**src/rtl/bmpu_pkg.sv**
```systemverilog
// ----------------------------------------------------------------------------
// bmpu_pkg
// Types and constants shared by the monochrome BMP pixel unpacker.
// ----------------------------------------------------------------------------
package bmpu_pkg;

  typedef enum logic [1:0] {
    PH_HEADER = 2'd0,
    PH_SKIP   = 2'd1,
    PH_PIXELS = 2'd2,
    PH_DONE   = 2'd3
  } phase_e;

  typedef enum logic [2:0] {
    KIND_PIXEL     = 3'd0,
    KIND_ACCEPTED  = 3'd1,
    KIND_NOT_BMP   = 3'd2,
    KIND_BAD_DEPTH = 3'd3,
    KIND_BAD_SIZE  = 3'd4
  } kind_e;

  localparam int unsigned HDR_BYTES = 54;
  localparam logic [5:0]  POS_SIG0  = 6'd0;
  localparam logic [5:0]  POS_SIG1  = 6'd1;
  localparam logic [5:0]  POS_OFS   = 6'd10;
  localparam logic [5:0]  POS_WID   = 6'd18;
  localparam logic [5:0]  POS_HGT   = 6'd22;
  localparam logic [5:0]  POS_BPP   = 6'd28;
  localparam logic [5:0]  POS_LAST  = 6'(HDR_BYTES - 1);
  localparam logic [7:0]  SIG_B     = 8'h42;
  localparam logic [7:0]  SIG_M     = 8'h4D;
  localparam logic [15:0] BPP_MONO  = 16'd1;

  // Output stream data: pixel, column, row, width, height, image done.
  localparam int unsigned OUT_DATA_W = 56;

endpackage

```
**src/rtl/bmp_mono_pixel_unpacker.sv**
```systemverilog
// ----------------------------------------------------------------------------
// bmp_mono_pixel_unpacker
// Streaming decoder for 1-bit-per-pixel BMP files, one file byte per request.
// ----------------------------------------------------------------------------
// The block takes a BMP file one byte per request, parses the 54-byte header,
// sends one status result on header byte 53, skips to the pixel data and then
// sends one result per pixel, MSB first, with row 0 the last stored row. A byte
// that yields no result (header, skip, row padding, after the image) does not
// occupy the unpack stage; a pixel byte holds the unpack stage until each
// pixel it yields has moved on to the output register. The unpack stage
// holds one byte while the output register holds the result in flight, so the
// next byte is taken in the cycle the last pixel of the current one moves on.
// Setting tuser on a byte restarts the parser with that byte as byte 0.
module bmp_mono_pixel_unpacker
  import bmpu_pkg::*;
#(
  parameter int unsigned MAX_WIDTH  = 4096,
  parameter int unsigned MAX_HEIGHT = 4096
) (
  input  logic                  clk_i,
  input  logic                  rst_ni,
  input  logic                  s_axis_tvalid,
  output logic                  s_axis_tready,
  input  logic [7:0]            s_axis_tdata,   // [7:0] data_byte
  input  logic                  s_axis_tuser,   // [0] file_start
  output logic                  m_axis_tvalid,
  input  logic                  m_axis_tready,
  // [0] pixel_value, [12:1] column, [24:13] row, [37:25] image_width,
  // [50:38] image_height, [51] image_done, [55:52] zero
  output logic [OUT_DATA_W-1:0] m_axis_tdata,
  output logic [2:0]            m_axis_tuser,   // [2:0] kind
  output logic                  m_axis_tlast    // last_of_run
);

  localparam int unsigned WW = $clog2(MAX_WIDTH + 1);
  localparam int unsigned WH = $clog2(MAX_HEIGHT + 1);
  localparam int unsigned BW = $clog2((MAX_WIDTH + 31) / 32 * 4);
  localparam int unsigned CW = (BW + 3 > WW) ? BW + 3 : WW;

  // Parser state
  phase_e         phase_q, phase_d;
  logic [31:0]    pos_q, pos_d;
  logic [7:0]     sig_q, sig_d;
  logic [31:0]    ofs_q, ofs_d;
  logic [31:0]    wid_q, wid_d;
  logic [31:0]    hgt_q, hgt_d;
  logic [15:0]    bpp_q, bpp_d;
  logic [WH-1:0]  srow_q, srow_d;
  logic [BW-1:0]  bir_q, bir_d;
  logic [BW-1:0]  lastb_q, lastb_d;

  // Current state, seen as reset when the byte starts a new file
  phase_e         c_phase;
  logic [31:0]    c_pos, c_ofs, c_wid, c_hgt;
  logic [7:0]     c_sig;
  logic [15:0]    c_bpp;
  logic [WH-1:0]  c_srow;
  logic [BW-1:0]  c_bir;

  logic           s_fire;
  logic [7:0]     din;
  logic [5:0]     p6;
  logic [1:0]     lane;

  always_comb begin
    c_phase = s_axis_tuser ? PH_HEADER : phase_q;
    c_pos   = s_axis_tuser ? '0 : pos_q;
    c_ofs   = s_axis_tuser ? '0 : ofs_q;
    c_wid   = s_axis_tuser ? '0 : wid_q;
    c_hgt   = s_axis_tuser ? '0 : hgt_q;
    c_sig   = s_axis_tuser ? '0 : sig_q;
    c_bpp   = s_axis_tuser ? '0 : bpp_q;
    c_srow  = s_axis_tuser ? '0 : srow_q;
    c_bir   = s_axis_tuser ? '0 : bir_q;
  end

  assign s_fire = s_axis_tvalid && s_axis_tready;
  assign din    = s_axis_tdata;
  // In the header phase the position never passes the last header byte.
  assign p6     = c_pos[5:0];

  // Header check on the last header byte
  logic          wid_ok, hgt_ok, is_last_hdr, empty_img;
  logic [WW-1:0] w_ok_val;
  logic [WH-1:0] h_ok_val;
  kind_e         hdr_kind;
  logic [WW+1:0] lb_full;

  assign wid_ok      = !c_wid[31] && (c_wid <= 32'(MAX_WIDTH));
  assign hgt_ok      = !c_hgt[31] && (c_hgt <= 32'(MAX_HEIGHT));
  assign w_ok_val    = wid_ok ? WW'(c_wid) : '0;
  assign h_ok_val    = hgt_ok ? WH'(c_hgt) : '0;
  assign is_last_hdr = (c_phase == PH_HEADER) && (p6 == POS_LAST);
  assign empty_img   = (w_ok_val == '0) || (h_ok_val == '0);
  // Bytes per stored row are the width rounded up to 32 bits.
  assign lb_full     = (((WW + 2)'(w_ok_val) + (WW + 2)'(31)) >> 5) << 2;

  always_comb begin
    priority if (c_sig != SIG_B) begin
      hdr_kind = KIND_NOT_BMP;
    end else if (c_bpp != BPP_MONO) begin
      hdr_kind = KIND_BAD_DEPTH;
    end else if (!wid_ok || !hgt_ok || c_ofs < 32'(HDR_BYTES)) begin
      hdr_kind = KIND_BAD_SIZE;
    end else begin
      hdr_kind = KIND_ACCEPTED;
    end
  end

  // Pixel byte decode
  logic          pix_byte;
  logic [CW-1:0] base_col, wid_c, remain;
  logic [3:0]    pix_cnt;
  logic          last_row, row_end;
  logic [WH-1:0] row_full;

  assign pix_byte = (c_phase == PH_PIXELS) ||
                    ((c_phase == PH_SKIP) && !(c_pos < c_ofs));
  assign base_col = CW'({c_bir, 3'b000});
  assign wid_c    = CW'(c_wid[WW-1:0]);
  assign remain   = wid_c - base_col;
  assign pix_cnt  = (base_col >= wid_c) ? 4'd0 :
                    (remain >= CW'(8)) ? 4'd8 : 4'(remain);
  assign last_row = (c_srow == WH'(c_hgt[WH-1:0]) - WH'(1));
  assign row_full = WH'(c_hgt[WH-1:0]) - WH'(1) - c_srow;
  assign row_end  = (c_bir == lastb_q);

  // Next state of the parser
  always_comb begin
    phase_d = phase_q;
    pos_d   = pos_q;
    sig_d   = sig_q;
    ofs_d   = ofs_q;
    wid_d   = wid_q;
    hgt_d   = hgt_q;
    bpp_d   = bpp_q;
    srow_d  = srow_q;
    bir_d   = bir_q;
    lastb_d = lastb_q;
    lane    = '0;
    if (s_fire) begin
      phase_d = c_phase;
      pos_d   = c_pos;
      sig_d   = c_sig;
      ofs_d   = c_ofs;
      wid_d   = c_wid;
      hgt_d   = c_hgt;
      bpp_d   = c_bpp;
      srow_d  = c_srow;
      bir_d   = c_bir;
      unique case (c_phase)
        PH_HEADER: begin
          if (p6 == POS_SIG0) begin
            sig_d = din;
          end else if (p6 == POS_SIG1) begin
            if (din != SIG_M) sig_d = '0;
          end else if (p6 >= POS_OFS && p6 < POS_OFS + 6'd4) begin
            lane = 2'(p6 - POS_OFS);
            ofs_d[8*lane +: 8] = din;
          end else if (p6 >= POS_WID && p6 < POS_WID + 6'd4) begin
            lane = 2'(p6 - POS_WID);
            wid_d[8*lane +: 8] = din;
          end else if (p6 >= POS_HGT && p6 < POS_HGT + 6'd4) begin
            lane = 2'(p6 - POS_HGT);
            hgt_d[8*lane +: 8] = din;
          end else if (p6 >= POS_BPP && p6 < POS_BPP + 6'd2) begin
            lane = 2'(p6 - POS_BPP);
            bpp_d[8*lane[0] +: 8] = din;
          end
          pos_d = c_pos + 32'd1;
          if (is_last_hdr) begin
            lastb_d = BW'(lb_full - (WW + 2)'(1));
            if (hdr_kind != KIND_ACCEPTED || empty_img) begin
              phase_d = PH_DONE;
            end else if (c_ofs > 32'(HDR_BYTES)) begin
              phase_d = PH_SKIP;
            end else begin
              phase_d = PH_PIXELS;
            end
          end
        end
        PH_SKIP, PH_PIXELS: begin
          if (!pix_byte) begin
            pos_d = c_pos + 32'd1;
          end else begin
            phase_d = PH_PIXELS;
            if (row_end) begin
              bir_d  = '0;
              srow_d = c_srow + WH'(1);
              if (last_row) phase_d = PH_DONE;
            end else begin
              bir_d = c_bir + BW'(1);
            end
          end
        end
        PH_DONE: begin
        end
        default: begin
        end
      endcase
    end
  end

  // Unpack stage: one accepted byte and the results it still owes
  logic          job_vld_q, job_vld_d;
  kind_e         job_kind_q;
  logic [7:0]    job_byte_q;
  logic [CW-1:0] job_base_q;
  logic [11:0]   job_row_q;
  logic [3:0]    job_cnt_q;
  logic [2:0]    job_idx_q, job_idx_d;
  logic [WW-1:0] job_w_q;
  logic [WH-1:0] job_h_q;
  logic          job_lrow_q;
  logic          job_done_q;

  logic          new_job;
  logic          out_load, job_last;
  logic [CW-1:0] j_col;
  logic          j_pix, j_done;

  assign new_job  = s_fire && (is_last_hdr || (pix_byte && pix_cnt != 4'd0));
  assign j_col    = job_base_q + CW'(job_idx_q);
  assign job_last = (4'(job_idx_q) + 4'd1 == job_cnt_q);
  assign out_load = job_vld_q && (!m_axis_tvalid || m_axis_tready);
  assign s_axis_tready = !job_vld_q || (out_load && job_last);

  // Result selection for the unpack stage
  always_comb begin
    if (job_kind_q == KIND_PIXEL) begin
      j_pix  = job_byte_q[3'd7 - job_idx_q];
      j_done = job_lrow_q && (j_col + CW'(1) == CW'(job_w_q));
    end else begin
      j_pix  = 1'b0;
      j_done = job_done_q;
    end
  end

  always_comb begin
    job_vld_d = job_vld_q;
    job_idx_d = job_idx_q;
    if (out_load) begin
      if (job_last) begin
        job_vld_d = 1'b0;
      end else begin
        job_idx_d = job_idx_q + 3'd1;
      end
    end
    if (new_job) begin
      job_vld_d = 1'b1;
      job_idx_d = '0;
    end
  end

  always_ff @(posedge clk_i or negedge rst_ni) begin
    if (!rst_ni) begin
      phase_q   <= PH_HEADER;
      pos_q     <= '0;
      sig_q     <= '0;
      ofs_q     <= '0;
      wid_q     <= '0;
      hgt_q     <= '0;
      bpp_q     <= '0;
      srow_q    <= '0;
      bir_q     <= '0;
      lastb_q   <= '0;
      job_vld_q <= 1'b0;
      job_idx_q <= '0;
    end else begin
      phase_q   <= phase_d;
      pos_q     <= pos_d;
      sig_q     <= sig_d;
      ofs_q     <= ofs_d;
      wid_q     <= wid_d;
      hgt_q     <= hgt_d;
      bpp_q     <= bpp_d;
      srow_q    <= srow_d;
      bir_q     <= bir_d;
      lastb_q   <= lastb_d;
      job_vld_q <= job_vld_d;
      job_idx_q <= job_idx_d;
    end
  end

  always_ff @(posedge clk_i) begin
    if (new_job) begin
      if (is_last_hdr) begin
        job_kind_q <= hdr_kind;
        job_byte_q <= '0;
        job_base_q <= '0;
        job_row_q  <= '0;
        job_cnt_q  <= 4'd1;
        job_w_q    <= w_ok_val;
        job_h_q    <= h_ok_val;
        job_lrow_q <= 1'b0;
        job_done_q <= (hdr_kind == KIND_ACCEPTED) && empty_img;
      end else begin
        job_kind_q <= KIND_PIXEL;
        job_byte_q <= din;
        job_base_q <= base_col;
        job_row_q  <= 12'(row_full);
        job_cnt_q  <= pix_cnt;
        job_w_q    <= c_wid[WW-1:0];
        job_h_q    <= c_hgt[WH-1:0];
        job_lrow_q <= last_row;
        job_done_q <= 1'b0;
      end
    end
  end

  // Output register
  logic        out_vld_q, out_vld_d;
  kind_e       out_kind_q;
  logic        out_pix_q, out_last_q, out_done_q;
  logic [11:0] out_col_q, out_row_q;
  logic [12:0] out_w_q, out_h_q;

  always_comb begin
    out_vld_d = out_vld_q;
    if (out_load) begin
      out_vld_d = 1'b1;
    end else if (m_axis_tready) begin
      out_vld_d = 1'b0;
    end
  end

  always_ff @(posedge clk_i or negedge rst_ni) begin
    if (!rst_ni) begin
      out_vld_q <= 1'b0;
    end else begin
      out_vld_q <= out_vld_d;
    end
  end

  always_ff @(posedge clk_i) begin
    if (out_load) begin
      out_kind_q <= job_kind_q;
      out_pix_q  <= j_pix;
      out_col_q  <= (job_kind_q == KIND_PIXEL) ? 12'(j_col) : 12'd0;
      out_row_q  <= job_row_q;
      out_w_q    <= 13'(job_w_q);
      out_h_q    <= 13'(job_h_q);
      out_last_q <= job_last;
      out_done_q <= j_done;
    end
  end

  assign m_axis_tvalid = out_vld_q;
  assign m_axis_tuser  = out_kind_q;
  assign m_axis_tlast  = out_last_q;
  assign m_axis_tdata  = {4'd0, out_done_q, out_h_q, out_w_q, out_row_q, out_col_q,
                          out_pix_q};

`ifndef ASSERT_OFF
  // The result index never runs past the number of results the byte owes.
  assert property (@(posedge clk_i) disable iff (!rst_ni)
    job_vld_q |-> (4'(job_idx_q) < job_cnt_q))
    else $error("unpack index beyond result count");

  // Status results are always the only result of their byte.
  assert property (@(posedge clk_i) disable iff (!rst_ni)
    (m_axis_tvalid && m_axis_tuser != KIND_PIXEL) |-> m_axis_tlast)
    else $error("status result without last flag");

  // Pixel phase is only entered for an image with nonzero size.
  assert property (@(posedge clk_i) disable iff (!rst_ni)
    (phase_q == PH_PIXELS) |-> (wid_q != '0 && hgt_q != '0))
    else $error("pixel phase with empty image");

  // A byte is never taken while the unpack stage still owes results.
  assert property (@(posedge clk_i) disable iff (!rst_ni)
    (job_vld_q && !(out_load && job_last)) |-> !s_axis_tready)
    else $error("input taken while unpack stage busy");
`endif

endmodule

```
**config.mk**
```make
export PLATFORM = sky130hd
export DESIGN_NAME = bmp_mono_pixel_unpacker
export DESIGN_NICKNAME = d
export VERILOG_FILES = /design/src/rtl/bmpu_pkg.sv /design/src/rtl/bmp_mono_pixel_unpacker.sv
export SDC_FILE = /design/constraint.sdc
export NUM_CORES = 1
export LEC_CHECK = 0
export ABC_AREA = 1
export BUFFER_PORTS_ARGS = -buffer_cell sky130_fd_sc_hd__buf_2
export CAP_MARGIN = 20
export CORE_MARGIN = 4
export CORE_UTILIZATION = 46
export DETAILED_ROUTE_END_ITERATION = 6
export PLACE_DENSITY = 0.69
export SYNTH_ARGS = -nofsm -noshare
export SYNTH_HDL_FRONTEND = slang
export SYNTH_SLANG_ARGS = --single-unit
export TNS_END_PERCENT = 50
```
**constraint.sdc**
```tcl
create_clock -name clk_i -period 4.72 [get_ports clk_i]
set_input_delay 0.708 -clock clk_i [delete_from_list [all_inputs] [get_ports clk_i]]
set_output_delay 0.708 -clock clk_i [all_outputs]
set_load 0.01 [all_outputs]
```
==> impl_metrics.py <==
metrics = {
    "logic_synthesis": {
        "ys_ff_latch": 309,
        "synthXorXnorAreaFrac": 0.0319,
        "yosys_warnings": 0,
        "synthAdderAreaFrac": 0.0433,
        "synth_ff_type": "dfrtp_1",
        "ys_async_sr_fraction": 0.612,
        "synth.mux.area_fraction": 0,
        "synth-simple-area-share": 0.275,
        "synth_top_area_frac": 0.242,
        "syn-cell-area_sq_mm": 0.0195,
        "synth_top_family_by_area": "simple AND/OR/NAND/NOR gates",
        "avgSynthCellArea_sq_um": 7.41,
        "netlist_instances": 2636,
        "yosys.area.top_type": "dfrtp_1",
        "ys_seq_area_frac": 0.427,
        "yosysUniqueCellTypes": 55,
        "synth_compound_area_frac": 0.137,
        "yosys-top-cells-area": "dfrtp_1 (24%), edfxtp_1 (18%), nand2_1 (13%)",
        "synth_edf_count": 120,
    },
    "clock_network": {
        "post-cts-setup-buffer-count": 0,
        "clk_path_buf_depth": 3,
        "cts_tree": "done",
        "clock_latency_ns": 0.57,
        "clk_pin_slew_ns": 0.06,
        "htreeDepth": 2,
        "cts_sinks": 309,
        "cts_made_buffers": 37,
        "cts_root_buffer": "clkbuf_16",
    },
    "route": {
        "antenna_left": 0,
        "totalWireLength_microns": 58000,
        "dr.first_iter.drc_count": 2047,
        "drt_first_pass_iters": 6,
        "vias": 18328,
        "vias_per_cell": 5.63,
        "drc": 0,
        "wl_per_cell_microns": 17.8,
    },
    "floorplanning": {
        "ioPinCount": 75,
        "rows": 75,
        "die_h_microns": 214,
        "fp.dieW_microns": 214,
        "fp.coreArea_sq_mm": 0.0419,
        "initial_core_util": 0.465,
        "die_area_sq_mm": 0.0458,
    },
    "worst_setup_path": {
        "regToRegStartpoint": "job_idx_q[0]",
        "critPathLaunchType": "input pin",
        "crit_type": "input pin to register",
        "worst-path-max-fanout": 72,
        "end_kind": "register",
        "startpoint": "s_axis_tuser",
        "arrival_ns": 4.21,
        "crit_required_ns": 5.21,
    },
    "timing": {
        "finalClockSkew_ns": 0.0224,
        "max_slew.worst_pin.slew_ns": 1.02,
        "setup_tns_ns": 0,
        "fin_crit_sh": 0.789,
        "max_slew_margin": 0.323,
        "finalMaxSlewViolations": 0,
        "rsz0062_at_grt": "false",
        "hold_violations": 0,
        "fmax_mhz": 269,
        "fin_crit_ns": 3.72,
        "setup_viol": 0,
        "hold_slack_ns": 0.393,
    },
    "global_routing": {
        "grt_overflow": 0,
        "first_global_vias": 17206,
        "grt_pass1_wl_microns": 91900,
        "grtUsageTotal": 0.245,
        "antenna_found_initial": 0,
        "grt_max_degree": 122,
    },
    "job": {
        "drv_cap": 0,
    },
    "finish": {
        "drive_above_1_share": 0.0847,
        "diodes": 0,
        "nNetsFinal": 2771,
        "syn_to_final_growth_pct": 11.1,
    },
    "run_status": {
        "run_status": "completed",
    },
    "power_and_ir_drop": {
        "peakVddDrop_v": 0.000279,
        "pwr_density_cell_mw_per_mm2": 440,
        "total_power_w": 0.00955,
        "p_leak_nw": 10.2,
    },
    "place": {
        "portBuffers": 70,
        "place_congestion": 0.977,
        "hpwlAfterDp_microns": 41900,
    },
    "hold_path": {
        "hold_path_class": "input pin to register",
        "worstHoldStart": "m_axis_tready",
    },
}
==> power breakdown <==
group | switching, W | internal [W]
Sequential | 0.000241 | 0.00327
Combinational | 0.00219 | 0.000990
Clock | 0.00120 | 0.00165
==> per-layer routing <==
layer	global-route usage	vias to the layer above	wire, microns
met2	0.401	783	27000
li1	-	8786	-
met3	0.0370	150	4560
met4	0.0942	0	2070
met1	0.330	8609	24400
met5	0	-	0
==> worst max-delay path, stage by stage <==
cell and delay [ns]:
buf_2 0.28, inv_4 0.19, buf_12 0.22, buf_12 0.22, nand2_2 0.14, ha_1 0.19, nand2_1 0.07, nor2_2 0.15
nand3_1 0.10, xor2_1 0.16, ha_1 0.37, nand2_1 0.11, nor2_1 0.11, inv_1 0.07, nor4_1 0.22, nand3_1 0.21
nor2_1 0.21, nand4_1 0.17, nand2_1 0.12, nand2_1 0.05, a21oi_1 0.13
==> kinds of logic (layout without fill, tap and decap cells) <==
group | Yosys count | count (layout)
flip-flops | 309 | 309
buffers and inverters | 416 | 493
AO/OA/AOI/OAI | 483 | 483
adder cells (fa/ha/maj) | 67 | 67
other | 1 | 4
XOR/XNOR | 71 | 71
AND/OR/NAND/NOR | 1289 | 1289
==> sequential cells by signal (all words and copies together) (netlist names), 12 cells and up <==
signal,cells
ofs_q,32
job_h_q,13
srow_q,13
wid_q,32
job_w_q,13
out_h_q,13
out_col_q,12
out_w_q,13
job_row_q,12
hgt_q,32
bpp_q,16
out_row_q,12
pos_q,32
==> synth_stat cells, types with 10 or more instances <==
cell type / number
nand2_1: 686
nor2_1: 317
inv_1: 298
dfrtp_1: 189
o21ai_0: 187
a21oi_1: 155
nand3_1: 131
edfxtp_1: 120
ha_1: 66
xor2_1: 58
nor3_1: 49
buf_2: 40
clkbuf_1: 40
nand4_1: 37
o21ai_1: 31
a31oi_1: 29
o211ai_1: 26
nor4_1: 18
nand2_2: 16
nor2_2: 15
buf_1: 14
xnor2_1: 13
o22ai_1: 11
o21a_1: 10
==> final cells by class <==
class | count | area (sq um)
fillers | 3992 | 20300
multi-input cells | 1914 | 9540
flip-flops and latches | 309 | 8330
inverters | 310 | 1170
clock buffers | 45 | 1020
repair buffers | 119 | 787
well taps | 539 | 674
clock inverters | 19 | 175
==> path summary, 6_finish.rpt <==
path | endpoint | slack, ns | cells after the start
min | m_axis_tvalid | 0.39 | 4
min reg2reg | out_row_q[0] | 0.41 | 0
max in group asynchronous | pos_q[8] | 2.80 | 4
max | phase_q[0] | 1.0 | 21
min in group asynchronous | wid_q[21] | 0.56 | 2
max reg2reg | wid_q[24] | 1.23 | 13
==> per-stage QoR <==
step / util / cell area [sq um] / instances / worst slack [ns]
detailed placement: 0.488 / 20500 / 3189 / 0.487
finish: 0.517 / 21700 / 3255 / 0.997
CTS: 0.516 / 21700 / 3253 / 1.03
global placement: 0.488 / 20500 / 3189 / 0.577
floorplan: - / 19500 / 2639 / 0.523
global route: 0.517 / 21700 / 3255 / 0.725
==> cells in the final DEF, fill, tap and decap left out, types with 5 or more instances in the layout <==
master and count:
xor2_1 58, o21ai_1 31, nand2_1 684, inv_2 5
clkbuf_8 5, dfrtp_1 189, o22ai_1 11, ha_1 66
nor2_1 316, clkbuf_16 38, nand4_1 37, nor4_1 18
a221oi_1 5, buf_2 69, nand3_1 131, nor2_2 15
o21a_1 10, edfxtp_1 120, nor3_1 49, nand2_2 17
a31oi_1 29, o21bai_1 6, o211ai_1 26, or2_2 6
buf_4 44, inv_1 298, a22oi_1 8, clkinv_1 8
clkinv_2 10, xnor2_1 13, a21oi_1 155, o21ai_0 187
==> repair_timing <==
| action | CTS | global route |
|---|---|---|
| gates resized for setup | 0 | 0 |
| hold buffers | 0 | 1 |
| endpoints found under the hold margin | 0 | 13 |
Note: power is estimated with default switching activity, not from simulation.
